--- config.mk ---
export PLATFORM = sky130hd
export DESIGN_NAME = minifloat_adder_truncating
export DESIGN_NICKNAME = d
export VERILOG_FILES = /design/src/hw/rtl/mfadd_pkg.sv /design/src/hw/rtl/minifloat_adder_truncating.sv /design/src/hw/rtl/mfadd_core.sv
export SDC_FILE = /design/constraint.sdc
export NUM_CORES = 1
export LEC_CHECK = 0
export ABC_AREA = 1
export BUFFER_PORTS_ARGS = -buffer_cell sky130_fd_sc_hd__buf_2
export CORE_AREA = 5 5 130 132
export CTS_CLUSTER_SIZE = 40
export DETAILED_ROUTE_END_ITERATION = 12
export DIE_AREA = 0 0 135 137
export GPL_TIMING_DRIVEN = 0
export MAX_ROUTING_LAYER = met4
export PLACE_DENSITY_LB_ADDON = 0.08
export SLEW_MARGIN = 20
export SYNTH_ARGS = -nofsm -noshare
export SYNTH_HDL_FRONTEND = slang
export SYNTH_SLANG_ARGS = --single-unit
--- constraint.sdc ---
create_clock -name clk_i -period 10.3 [get_ports clk_i]
set_input_delay 0.515 -clock clk_i [delete_from_list [all_inputs] [get_ports clk_i]]
set_output_delay 0.515 -clock clk_i [all_outputs]
set_load 0.01 [all_outputs]
--- src/hw/rtl/mfadd_pkg.sv ---
// Shared constants and types for the minifloat adder.
// No dependencies; used by mfadd_core and minifloat_adder_truncating.
`default_nettype none
package mfadd_pkg;

  localparam int unsigned TotalWidthDef = 16;
  localparam int unsigned MantWidthDef  = 10;
  localparam int unsigned OpW           = 16;  // operand field width on the port
  localparam int unsigned SumW          = 16;  // sum field width on the port

  typedef enum logic [1:0] {
    CLS_FIN  = 2'd0,
    CLS_ZERO = 2'd1,
    CLS_INF  = 2'd2,
    CLS_NAN  = 2'd3
  } cls_e;

endpackage
`default_nettype wire

--- src/hw/rtl/minifloat_adder_truncating.sv ---
// Minifloat adder top level: operand register, add core, result register.
// Depends on mfadd_pkg and mfadd_core.
`default_nettype none
// Adds two sign/biased-exponent/hidden-one operands (no subnormals) and truncates
// the sum toward zero. One operand pair is taken per cycle while s_axis_tready is high.
// A pair is captured in the operand register at its transfer; its result is captured in
// the result register once that register is empty or being taken, and is presented there
// until it is taken. The input stays ready while a finished result waits as long as the
// pipe has a free slot. The single add core sits between the two register stages.
module minifloat_adder_truncating #(
  parameter int unsigned TOTAL_WIDTH = mfadd_pkg::TotalWidthDef,
  parameter int unsigned MANT_WIDTH  = mfadd_pkg::MantWidthDef
) (
  input  wire logic        clk_i,
  input  wire logic        rst_ni,
  input  wire logic        s_axis_tvalid,
  output logic             s_axis_tready,
  input  wire logic [31:0] s_axis_tdata,   // a_bits[15:0], b_bits[31:16]
  output logic             m_axis_tvalid,
  input  wire logic        m_axis_tready,
  output logic [23:0]      m_axis_tdata    // sum_bits[15:0], result_class[17:16], zero pad
);

  localparam int unsigned TW = TOTAL_WIDTH;

  logic          v1_q, v2_q, adv1, adv2;
  logic [TW-1:0] a_q, b_q, sum_c;
  mfadd_pkg::cls_e cls_c, cls_q;
  logic [mfadd_pkg::SumW-1:0] sum_q;

  assign adv2          = !v2_q || m_axis_tready;
  assign adv1          = !v1_q || adv2;
  assign s_axis_tready = adv1;

  always_ff @(posedge clk_i or negedge rst_ni) begin
    if (!rst_ni) begin
      v1_q <= 1'b0;
      v2_q <= 1'b0;
    end else begin
      if (adv1) v1_q <= s_axis_tvalid;
      if (adv2) v2_q <= v1_q;
    end
  end

  always_ff @(posedge clk_i) begin
    if (adv1 && s_axis_tvalid) begin
      a_q <= TW'(s_axis_tdata[15:0]);
      b_q <= TW'(s_axis_tdata[31:16]);
    end
    if (adv2 && v1_q) begin
      sum_q <= mfadd_pkg::SumW'(sum_c);
      cls_q <= cls_c;
    end
  end

  mfadd_core #(
    .TW(TOTAL_WIDTH),
    .MW(MANT_WIDTH)
  ) u_core (
    .a_i  (a_q),
    .b_i  (b_q),
    .sum_o(sum_c),
    .cls_o(cls_c)
  );

  assign m_axis_tvalid = v2_q;
  assign m_axis_tdata  = {6'd0, cls_q, sum_q};

  a_full_when_stalled: assert property (@(posedge clk_i) disable iff (!rst_ni)
    !s_axis_tready |-> (v1_q && v2_q))
    else $error("input stalled with a free stage");

  a_result_follows: assert property (@(posedge clk_i) disable iff (!rst_ni)
    (v1_q && adv2) |=> m_axis_tvalid)
    else $error("result lost between stages");

  // only the sign bit may be set on a zero result
  a_zero_class: assert property (@(posedge clk_i) disable iff (!rst_ni)
    (v2_q && cls_q == mfadd_pkg::CLS_ZERO) |->
      ((sum_q & ~(mfadd_pkg::SumW'(1) << (TW - 1))) == '0))
    else $error("zero class with nonzero magnitude");

endmodule
`default_nettype wire

--- src/hw/rtl/mfadd_core.sv ---
// Combinational add of two minifloat operands, truncated toward zero.
// Depends on mfadd_pkg.
`default_nettype none
module mfadd_core #(
  parameter int unsigned TW = mfadd_pkg::TotalWidthDef,
  parameter int unsigned MW = mfadd_pkg::MantWidthDef
) (
  input  wire logic [TW-1:0]    a_i,
  input  wire logic [TW-1:0]    b_i,
  output logic      [TW-1:0]    sum_o,
  output mfadd_pkg::cls_e       cls_o
);

  localparam int unsigned EW = TW - 1 - MW;
  localparam int unsigned G  = MW + 3;
  localparam int unsigned W  = 2 * MW + 5;     // aligned significand plus carry
  localparam int unsigned LW = $clog2(W);
  localparam int unsigned XW = EW + LW + 2;    // signed result exponent

  logic          sa, sb, sx, sy;
  logic [EW-1:0] ea, eb, ex, ey, d;
  logic [MW-1:0] ma, mb, mx, my, mant;
  logic          a_max, b_max, a_nan, b_nan, a_inf, b_inf, a_zero, b_zero;
  logic [W-1:0]  big, small_full, small_sh, r, norm;
  logic          lost;
  logic [LW-1:0] lz;
  logic signed [XW-1:0] er, emax_x;
  logic [TW-1:0] nan_enc, inf_enc;

  assign sa = a_i[TW-1];
  assign sb = b_i[TW-1];
  assign ea = a_i[TW-2:MW];
  assign eb = b_i[TW-2:MW];
  assign ma = a_i[MW-1:0];
  assign mb = b_i[MW-1:0];

  assign a_max  = &ea;
  assign b_max  = &eb;
  assign a_nan  = a_max && (ma != '0);
  assign b_nan  = b_max && (mb != '0);
  assign a_inf  = a_max && (ma == '0);
  assign b_inf  = b_max && (mb == '0);
  assign a_zero = (ea == '0) && (ma == '0);
  assign b_zero = (eb == '0) && (mb == '0);

  // x is the operand of larger magnitude
  always_comb begin
    if ({eb, mb} > {ea, ma}) begin
      sx = sb; ex = eb; mx = mb;
      sy = sa; ey = ea; my = ma;
    end else begin
      sx = sa; ex = ea; mx = ma;
      sy = sb; ey = eb; my = mb;
    end
  end

  assign d          = ex - ey;
  assign big        = W'({1'b1, mx}) << G;
  assign small_full = W'({1'b1, my}) << G;
  assign small_sh   = small_full >> d;
  assign lost       = ((small_sh << d) != small_full);
  // on subtraction take the ceiling of the shifted operand: the difference is an exact floor
  assign r = (sx == sy) ? (big + small_sh) : (big - small_sh - W'(lost));

  always_comb begin
    lz = '0;
    for (int i = 0; i < W; i++) begin
      if (r[i]) lz = LW'(W - 1 - i);
    end
  end

  assign norm   = r << lz;
  assign mant   = norm[W-2 -: MW];
  assign emax_x = XW'({EW{1'b1}});
  assign er     = $signed(XW'(ex)) + XW'(1) - $signed(XW'(lz));

  assign nan_enc = {1'b0, {EW{1'b1}}, {MW{1'b0}}} | (TW'(1) << (MW - 1));
  assign inf_enc = {1'b0, {EW{1'b1}}, {MW{1'b0}}};

  always_comb begin
    if (a_nan || b_nan || (a_inf && b_inf && (sa != sb))) begin
      sum_o = nan_enc;
      cls_o = mfadd_pkg::CLS_NAN;
    end else if (a_inf) begin
      sum_o = inf_enc | {sa, {(TW-1){1'b0}}};
      cls_o = mfadd_pkg::CLS_INF;
    end else if (b_inf) begin
      sum_o = inf_enc | {sb, {(TW-1){1'b0}}};
      cls_o = mfadd_pkg::CLS_INF;
    end else if (a_zero && b_zero) begin
      sum_o = '0;
      cls_o = mfadd_pkg::CLS_ZERO;
    end else if (a_zero) begin
      sum_o = b_i;
      cls_o = mfadd_pkg::CLS_FIN;
    end else if (b_zero) begin
      sum_o = a_i;
      cls_o = mfadd_pkg::CLS_FIN;
    end else if (r == '0) begin
      sum_o = '0;
      cls_o = mfadd_pkg::CLS_ZERO;
    end else if (er >= emax_x) begin
      sum_o = inf_enc | {sx, {(TW-1){1'b0}}};
      cls_o = mfadd_pkg::CLS_INF;
    end else if (er < 0 || (er == 0 && mant == '0)) begin
      sum_o = {sx, {(TW-1){1'b0}}};
      cls_o = mfadd_pkg::CLS_ZERO;
    end else begin
      sum_o = {sx, er[EW-1:0], mant};
      cls_o = mfadd_pkg::CLS_FIN;
    end
  end

endmodule
`default_nettype wire
## Word-level counts from Yosys, hierarchy flattened

Cells that the tools add are included.
Widths: inputs -> output; s select.

- Memories kept: 0
- Memory bits (writable): 0
- Bits in read-only memories: 0
- Bits in latches: 0
- Bits in registers: 52
- Output and inout bits: 26

- Equal/unequal tests: 3
- Add/subtract/negate cells: 6
- Multiply operators: 0
- Bitwise operators: 0
- Divide/modulo/power cells: 0
- Shifts and indexed selects: 3
- Magnitude comparators: 3
- Multiplexer cells: 48
- Reductions and logical operators: 32

Operator list:

| operator | number |
|---|---|
| $mux 5 | 27 |
| $mux 16 | 6 |
| $logic_not 32->1 | 1 |
| $logic_not 10->1 | 3 |
| $mux 15 | 2 |
| $add 24x25->25 | 1 |
| $logic_not 25->1 | 1 |
| $mux 25 | 1 |
| $ne 25x24->1 | 1 |
| $shl 25x5->24 | 1 |
| $shl 25x5->25 | 1 |
| $shr 24x5->25 | 1 |
| $sub 24x25->25 | 1 |
| $sub 25x1->25 | 1 |
| $mux 10 | 2 |
| $reduce_bool 10->1 | 2 |
| $gt 15x15->1 | 1 |
| $ge 12x6->1 const B | 1 |
| $logic_and 1x1->1 | 12 |
| $lt 12x1->1 const B | 1 |
| $logic_not 5->1 | 2 |
| $mux 2 | 5 |
| $reduce_and 5->1 | 2 |
| $sub 6x5->7 | 1 |
| other kinds (9) | 18 |

## Depth between registers and ports, before layout

Gate-level depths: netlist (run 1).

- Depth in word-level cells: 45
- Depth in mapped cells: 80

## Modules after synthesis

Synthesis (run 1) repeated with hierarchy kept, for this count alone.

- Cells, all modules: 1437
- Area, all modules: 8772.2 µm²

By module, submodules not included:

| module | cells each | area each (µm²) | sequential area each (µm²) | instances |
|---|---|---|---|---|
| mfadd_core | 1368 | 7126.8 | 0.0 | 1 |
| minifloat_adder_truncating | 69 | 1645.3 | 1551.5 | 1 |

## Worst setup path before layout (run 1)

No wires, ideal clock.

- Kind: register -> register
- Start: register b_q[12]
- End: register sum_q[4] (netlist name) (data pin)
- Cell stages (with the launch flop): 72
- Arrival time: 9598 ps
- Clock period less this slack: 9744 ps
- Path buffers: 4
- Setup time: 146 ps
- Setup slack: 556 ps
- Data required time: 10154 ps
- Cell sequence: edfxtp_1 -> ha_1 -> nand2_2 -> nor2_2 -> inv_1 -> nor2_1 -> nand2_1 -> nand2_2 -> nand2_2 -> nand2_2 -> nand3_1 -> ha_1 -> clkbuf_1 -> inv_1 -> clkbuf_1 -> nand3_1 -> nand2_1 -> nand2_1 -> (+36 left out) -> inv_1 -> nor2_1 -> inv_1 -> nor2_1 -> nand2_1 -> buf_2 -> buf_4 -> ha_1 -> fa_1 -> nand3_1 -> nand2_1 -> xor2_1 -> a31o_2 -> nand2_1 -> inv_1 -> nor3_1 -> o21ai_0 -> a21oi_1

- Longest elaborated chain between the ends: 42

RTL lines:

| what | RTL line | RTL |
|---|---|---|
| from (decl) | minifloat_adder_truncating.sv:27 | `logic [TW-1:0] a_q, b_q, sum_c;` |
| from (signal assigned) | minifloat_adder_truncating.sv:48 | `b_q <= TW'(s_axis_tdata[31:16]);` |
| branches (longest 42 deep; another with $sub 24x25->25) | - |  |
| to (signal assigned) | minifloat_adder_truncating.sv:51 | `sum_q <= mfadd_pkg::SumW'(sum_c);` |
| to (decl) | minifloat_adder_truncating.sv:29 | `logic [mfadd_pkg::SumW-1:0] sum_q;` |

Parallel ways; which one is timed is not known.
A chain may end at the register's enable or synchronous reset.

## Worst setup path in the final report (run 1)

- Start: register b_q[13]
- End: register sum_q[7] (netlist name) (data pin)

The elaborated chain is that of the path after synthesis.

==> results of run 1 <==
[layout by cell type, fill, tap and decap left out, types with 25 or more instances in the layout]
| master | synthesis | final |
|---|---|---|
| sky130_fd_sc_hd__nand2_1 | 426 | 412 |
| sky130_fd_sc_hd__nand3_1 | 209 | 201 |
| sky130_fd_sc_hd__inv_1 | 202 | 189 |
| sky130_fd_sc_hd__nor2_1 | 89 | 82 |
| sky130_fd_sc_hd__o21ai_0 | 119 | 77 |
| sky130_fd_sc_hd__buf_4 | 12 | 74 |
| sky130_fd_sc_hd__buf_2 | 14 | 66 |
| sky130_fd_sc_hd__ha_1 | 70 | 61 |
| sky130_fd_sc_hd__a21oi_1 | 57 | 54 |
| sky130_fd_sc_hd__edfxtp_1 | 50 | 50 |
| sky130_fd_sc_hd__o21ai_1 | 12 | 33 |
| sky130_fd_sc_hd__o21ai_2 | 7 | 25 |
[cell type report]
cell class              count  area (µm²)
fillers                  1480        5080
multi-input cells        1148        6570
inverters                 214         813
clock buffers               5         125
clock inverters             3        27.5
repair buffers            122         782
plain buffers              58         375
well taps                 216         270
flip-flops and latches     52        1550
[registers in the layout, indices dropped and copies added, names as in the netlist]
name           flops
a_q               16
sum_q             16
v1_q               1
b_q               16
m_axis_tvalid      1
cls_q              2
[worst max-delay path, delay by kind of cell, from the launching register on]
kind | cells | cell delay, ns
AOI/OAI and AO/OA | 17 | 2.51
DFF | 1 | 0.52
and+or+nand+nor | 33 | 3.61
adders and majority gates | 8 | 1.88
xor gates and xnor gates | 1 | 0.15
buffers and inverters | 11 | 0.95
[stage by stage]
stage	power [mW]	instances
3_5_place_dp	2.47	1745
2_1_floorplan	1.94	1473
6_report	3.04	1818
4_1_cts	2.74	1767
5_1_grt	3.31	1818
3_3_place_gp	2.46	1744
[power by group through the flow]
stage	clock network, mW	registers, mW	logic [mW]
after CTS	0.175	0.310	2.25
after global placement	0	0.316	2.14
final	0.175	0.308	2.56
after floorplan	0	0.324	1.62
after detailed placement	0	0.317	2.15
after global routing	0.185	0.310	2.81
[metal layers]
metal  global-route usage  wire length (µm)  part of all wire  vias up
li1                     -                 -                 -     5134
met1                0.448             13400              0.44     4814
met2                0.503             14100              0.46      475
met3               0.0338              2420             0.079       51
met4               0.0722               687             0.022        0
met5                    -                 0                 0        -
[cells by family (layout without fill, tap and decap cells)]
logic type | after synthesis | after routing
compound gates | 252 | 252
xor+xnor | 13 | 13
fa+ha+maj | 73 | 73
buf+inv | 274 | 402
flops | 52 | 52
mux | 1 | 1
other cells | 1 | 6
simple gates | 802 | 803
[repair_timing]
| action | CTS | global route |
|---|---|---|
| gates cloned | 1 | 1 |
| resized for setup | 63 | 139 |
| setup buffers | 14 | 50 |
| setup endpoints to repair | 17 | 17 |
| pin swaps | 11 | 39 |
| endpoints found under the hold margin | 2 | 0 |
| hold buffers | 1 | 0 |
[how the worst max path moves through the flow]
| stage | depth (start not counted) | from | to |
|---|---|---|---|
| after detailed placement | 67 | b_q[12] | sum_q[6] |
| after global routing | 75 | a_q[10] | sum_q[5] |
| after global placement | 67 | b_q[12] | sum_q[1] |
| after floorplan | 71 | b_q[12] | sum_q[4] |
| after CTS | 76 | a_q[14] | sum_q[13] |
| final | 70 | b_q[13] | sum_q[7] |
==> impl_metrics.py, run 1 <==
metrics = {
    "yosys": {
        "post_synth_most_frequent_cells": "sky130_fd_sc_hd__nand2_1, sky130_fd_sc_hd__nand3_1, sky130_fd_sc_hd__inv_1, sky130_fd_sc_hd__o21ai_0, sky130_fd_sc_hd__nor2_1",
        "synth.top_cell.area_share": 0.185,
        "synth.area.top_cells": "sky130_fd_sc_hd__nand2_1, sky130_fd_sc_hd__edfxtp_1, sky130_fd_sc_hd__nand3_1",
        "yosys-mux-area-fraction": 0.00116,
        "synthesis.yosys.warnings": 0,
        "synth_enable_flop_cells": 50,
        "synth.most_common_cell": "sky130_fd_sc_hd__nand2_1",
        "synth-xor-area-share": 0.0132,
        "synth-compound-area-share": 0.168,
        "synth_top_area_cell": "sky130_fd_sc_hd__nand2_1",
        "mapped_cell_area_um2": 8650,
        "synth-simple-area-share": 0.400,
        "synthCells": 1468,
        "yosys_register_bits": 52,
        "synth.avg_cell_area_um2": 5.89,
        "combinational_family_with_the_most_area_after_synthesis": "simple AND/OR/NAND/NOR gates",
        "synth-adder-area-share": 0.108,
        "synthFlopType": "sky130_fd_sc_hd__edfxtp_1",
        "seq_area_frac_synth": 0.179,
        "async_reset_ff_frac": 0.0385,
        "netlist_cell_types": 55,
    },
    "cells_and_area": {
        "layout_overhead_on_the_synthesized_area_pct": 21.6,
        "finalCoreUtilization": 0.674,
        "stdcell_area_um2": 10500,
        "num_antenna_cells": 0,
        "final_nets": 1710,
        "layout_cell_share_with_drive_strength_beyond_1": 0.192,
    },
    "placement": {
        "place_congestion": 1.01,
        "place_worst_setup_slack_ns": -2.21,
        "detailedPlacementHpwl_um": 23800,
        "portBuffers": 55,
        "placement.cell_area_um2": 9230,
    },
    "cts": {
        "htreeDepth": 2,
        "clock_tree.root_cell": "sky130_fd_sc_hd__clkbuf_16",
        "cts_max_path_buffers": 2,
        "cts.clk_slew.worst_paths_ns": 0.07,
        "cts-buffers-inserted": 5,
        "cts_tree": "done",
        "insertion_delay_ns": 0.30,
        "cts.sink_count": 52,
    },
    "detailed_routing": {
        "firstDrtPassIters": 6,
        "detail_route.iter0.violations": 1352,
        "final_routed_wire_length_divided_by_cell_count_um": 16.8,
        "vias": 10500,
        "drc": 0,
        "vias_per_cell": 5.76,
        "ant_nets": 0,
        "postRouteWirelength_um": 30500,
    },
    "timing": {
        "hold_ws_ns": 0.383,
        "setup_ws_ns": 0.460,
        "max_clock_freq_ghz": 0.102,
        "post-route-period-util": 0.955,
        "finalClockSkew_ns": 0.00567,
        "max_slew_margin": 0.424,
        "timing.setup.tns_ns": 0,
        "timing_hold_violations_final": 0,
        "post-route-min-period_ns": 9.84,
        "timing_worst_slew_pin_value_ns": 0.857,
        "timing.final.setup_violations": 0,
        "final-max-slew-violation-count": 0,
    },
    "global_route": {
        "grt_first_pass_wirelength_um": 46300,
        "grt_antenna_before_repair": 0,
        "grt_max_degree": 33,
        "first_global_vias": 9012,
        "grt_remaining_overflow": 0,
        "globalRouteTotalUtil": 0.320,
    },
    "run": {
        "maxCapViolCount": 0,
    },
    "setup_path": {
        "setup_cp_type": "flip-flop to flip-flop",
        "setup.reg_to_reg.worst_slack_ns": 0.46,
        "critical_path.most_common_cell": "sky130_fd_sc_hd__nand2_1",
        "reg2reg_depth": 70,
        "cpMaxStageDelayCell": "sky130_fd_sc_hd__edfxtp_1",
        "end_kind": "flip-flop",
        "worst_flop_to_flop_path_endpoint": "sum_q[7]",
        "critical-path-max-stage-delay_ns": 0.52,
        "critPathArrivalTime_ns": 9.96,
        "worstPathRequired_ns": 10.42,
        "regToRegStartpoint": "b_q[13]",
        "startpoint_type": "flip-flop",
        "cp_max_fo": 10,
    },
    "floorplan": {
        "floorplan.initialDensity": 0.554,
        "die_area_um2": 18500,
        "core_area_um2": 15600,
        "die_wd_um": 135,
        "i_o_pins": 62,
        "row_count": 46,
        "die_height_um": 137,
    },
    "power": {
        "irDropWorstVdd_v": 0.000139,
        "switching_share": 0.580,
        "internal_power_mw": 1.28,
        "leakage_dissipation_nw": 5.28,
        "share_comb_of_total_power": 0.841,
        "pwr_density_cell_nw_per_um2": 289,
        "clock_power_share": 0.058,
        "power.share.sequential": 0.101,
        "power.switching_mw": 1.76,
    },
    "min_path": {
        "worstHoldPathType": "primary input to flip-flop",
        "holdPathStages": 1,
        "hold_path_startpoint": "s_axis_tdata[24]",
        "whs_endpoint": "b_q[8]",
    },
    "status": {
        "status": "finished, final reports clean",
    },
}
(Power assumes the default switching activity.)
==> run 2: changes to the inputs <==
--- a/config.mk
+++ b/config.mk
@@ -18,3 +18,4 @@
 export SYNTH_ARGS = -nofsm -noshare
 export SYNTH_HDL_FRONTEND = slang
 export SYNTH_SLANG_ARGS = --single-unit
+export TNS_END_PERCENT = 5
==> constraint.sdc (replaced) <==
create_clock -name clk_i -period 11.8 [get_ports clk_i]
set_input_delay 0.59 -clock clk_i [delete_from_list [all_inputs] [get_ports clk_i]]
set_output_delay 0.59 -clock clk_i [all_outputs]
set_load 0.01 [all_outputs]
==> impl_metrics.py, run 2 (same netlist as run 1, synthesis figures left out) <==
metrics = {
    "status": {
        "status": "finished, final reports clean",
    },
    "timing": {
        "timing.final.setup_violations": 0,
        "timing_hold_violations_final": 0,
        "max_clock_freq_ghz": 0.0921,
        "post-route-min-period_ns": 10.85,
        "finalClockSkew_ns": 0.00489,
        "post-route-period-util": 0.920,
        "final-max-slew-violation-count": 0,
        "max_slew_margin": 0.402,
        "timing_worst_slew_pin_value_ns": 0.889,
        "hold_ws_ns": 0.0573,
        "setup_ws_ns": 0.947,
    },
    "cells_and_area": {
        "multi_input_comb_area_um2": 6120,
        "final_nets": 1654,
        "layout_cell_share_with_drive_strength_beyond_1": 0.116,
        "num_antenna_cells": 0,
        "final_cell_mix": "sky130_fd_sc_hd__nand2_1, sky130_fd_sc_hd__nand3_1, sky130_fd_sc_hd__inv_1",
        "finalCoreUtilization": 0.615,
        "layout_overhead_on_the_synthesized_area_pct": 10.9,
        "fillCellCount": 1596,
        "register_area_um2": 1550,
        "layout_commonest_cell": "sky130_fd_sc_hd__nand2_1",
        "layout_top_registers": "a_q: 16 flops, b_q: 16 flops, sum_q: 16 flops",
    },
    "setup_path": {
        "end_kind": "flip-flop",
        "critical-path-max-stage-delay_ns": 0.58,
        "worst_flop_to_flop_path_endpoint": "sum_q[9]",
        "setup_cp_type": "flip-flop to flip-flop",
        "cpMaxStageDelayCell": "sky130_fd_sc_hd__fa_1",
        "worstPathRequired_ns": 11.84,
        "startpoint_type": "flip-flop",
        "reg2reg_depth": 72,
        "critical_path.most_common_cell": "sky130_fd_sc_hd__nand2_1",
        "critPathArrivalTime_ns": 10.90,
        "setup.reg_to_reg.worst_slack_ns": 0.95,
        "cp_max_fo": 10,
        "regToRegStartpoint": "b_q[9]",
    },
    "power": {
        "leakage_dissipation_nw": 4.92,
        "pwr_density_cell_nw_per_um2": 252,
        "clock_power_share": 0.063,
        "power.switching_mw": 1.43,
        "power.share.sequential": 0.113,
        "switching_share": 0.590,
        "internal_power_uw": 991,
        "irDropWorstVdd_v": 0.000116,
        "share_comb_of_total_power": 0.824,
    },
    "global_route": {
        "grt_first_pass_wirelength_um": 45600,
        "first_global_vias": 8868,
        "globalRouteTotalUtil": 0.315,
        "grt_remaining_overflow": 0,
        "grt_max_degree": 33,
        "grt_antenna_before_repair": 0,
    },
    "detailed_routing": {
        "firstDrtPassIters": 7,
        "routed-wl-met2_um": 13100,
        "vias": 10100,
        "route.layer.met1.wl_um": 12900,
        "vias_per_cell": 5.73,
        "met3WireLength_um": 2350,
        "drc": 0,
        "ant_nets": 0,
        "final_routed_wire_length_divided_by_cell_count_um": 16.5,
        "postRouteWirelength_um": 29100,
        "detail_route.iter0.violations": 1331,
        "dr.max_layer_used": "met4",
    },
    "floorplan": {
        "die_area_um2": 18500,
        "core_area_um2": 15600,
        "i_o_pins": 62,
        "floorplan.initialDensity": 0.554,
        "die_wd_um": 135,
        "row_count": 46,
        "die_height_um": 137,
    },
    "cts": {
        "cts_max_path_buffers": 2,
        "clock_tree.root_cell": "sky130_fd_sc_hd__clkbuf_16",
        "cts-buffers-inserted": 5,
        "cts.sink_count": 52,
        "insertion_delay_ns": 0.30,
        "cts.clk_slew.worst_paths_ns": 0.08,
        "cts.hold.buffers_added": 0,
        "cts_tree": "done",
        "htreeDepth": 2,
    },
    "run": {
        "maxCapViolCount": 0,
    },
    "min_path": {
        "worstHoldPathType": "primary input to asynchronous set/reset pin",
    },
    "placement": {
        "portBuffers": 55,
        "place_congestion": 1.01,
        "place_worst_setup_slack_ns": -0.709,
        "detailedPlacementHpwl_um": 23800,
    },
}
==> run 2: layer usage <==
layer | GRT usage | vias to the layer above
li1 | - | 5017
met4 | 0.0689 | 0
met1 | 0.443 | 4556
met2 | 0.492 | 466
met3 | 0.0371 | 54
met5 | - | -
==> run 2: critical path: cells and delay by family (launching register included) <==
kind / cells / cell delay, ns
AOI/OAI and AO/OA: 18 / 2.70
adders and majority gates: 7 / 2.17
buffers and inverters: 12 / 1.57
DFF: 1 / 0.55
and+or+nand+nor: 35 / 3.61
==> run 2: worst max-delay path by stage <==
stage	from	endpoint	slack, ns	depth (start not counted)
detailed placement	b_q[12]	sum_q[6]	-0.71	67
finish	b_q[9]	sum_q[9]	0.95	72
global route	a_q[10]	sum_q[9]	-0.008	74
global placement	b_q[12]	sum_q[1]	-0.68	67
floorplan	b_q[12]	sum_q[4]	2.06	71
CTS	b_q[12]	sum_q[1]	0.01	70
==> run 2: final cells by class <==
| class | instances | share of cell area |
|---|---|---|
| Buffer | 59 | 0.0346 |
| Clock buffer | 5 | 0.0130 |
| Clock inverter | 3 | 0.00287 |
| Inverter | 214 | 0.0837 |
| Multi-Input combinational cell | 1147 | 0.638 |
| Sequential cell | 52 | 0.162 |
| Tap cell | 216 | 0.0282 |
| Timing Repair Buffer | 66 | 0.0377 |
==> run 2: repair_timing <==
item                       in CTS  in global routing
pin swaps                       0                  5
hold endpoints to repair        0                  0
resized for setup               5                 57
setup buffers                   0                 10
setup endpoints to repair      12                 17
==> run 2: power by group through the flow <==
stage | logic [mW] | registers, mW | clock network [mW]
finish | 1.99 | 0.272 | 0.153
global route | 2.22 | 0.274 | 0.162
CTS | 1.90 | 0.273 | 0.153
detailed placement | 1.88 | 0.277 | 0
global placement | 1.87 | 0.276 | 0
floorplan | 1.41 | 0.282 | 0
==> run 2: metrics by stage <==
step | setup TNS (ns) | total power [mW] | std cells | cell area, µm²
detailed placement | -5.61 | 2.15 | 1745 | 9230
floorplan | 0 | 1.69 | 1473 | 8670
global route | -0.00791 | 2.66 | 1762 | 9590
global placement | -5.23 | 2.14 | 1744 | 9210
finish | 0 | 2.42 | 1762 | 9590
CTS | 0 | 2.32 | 1753 | 9400
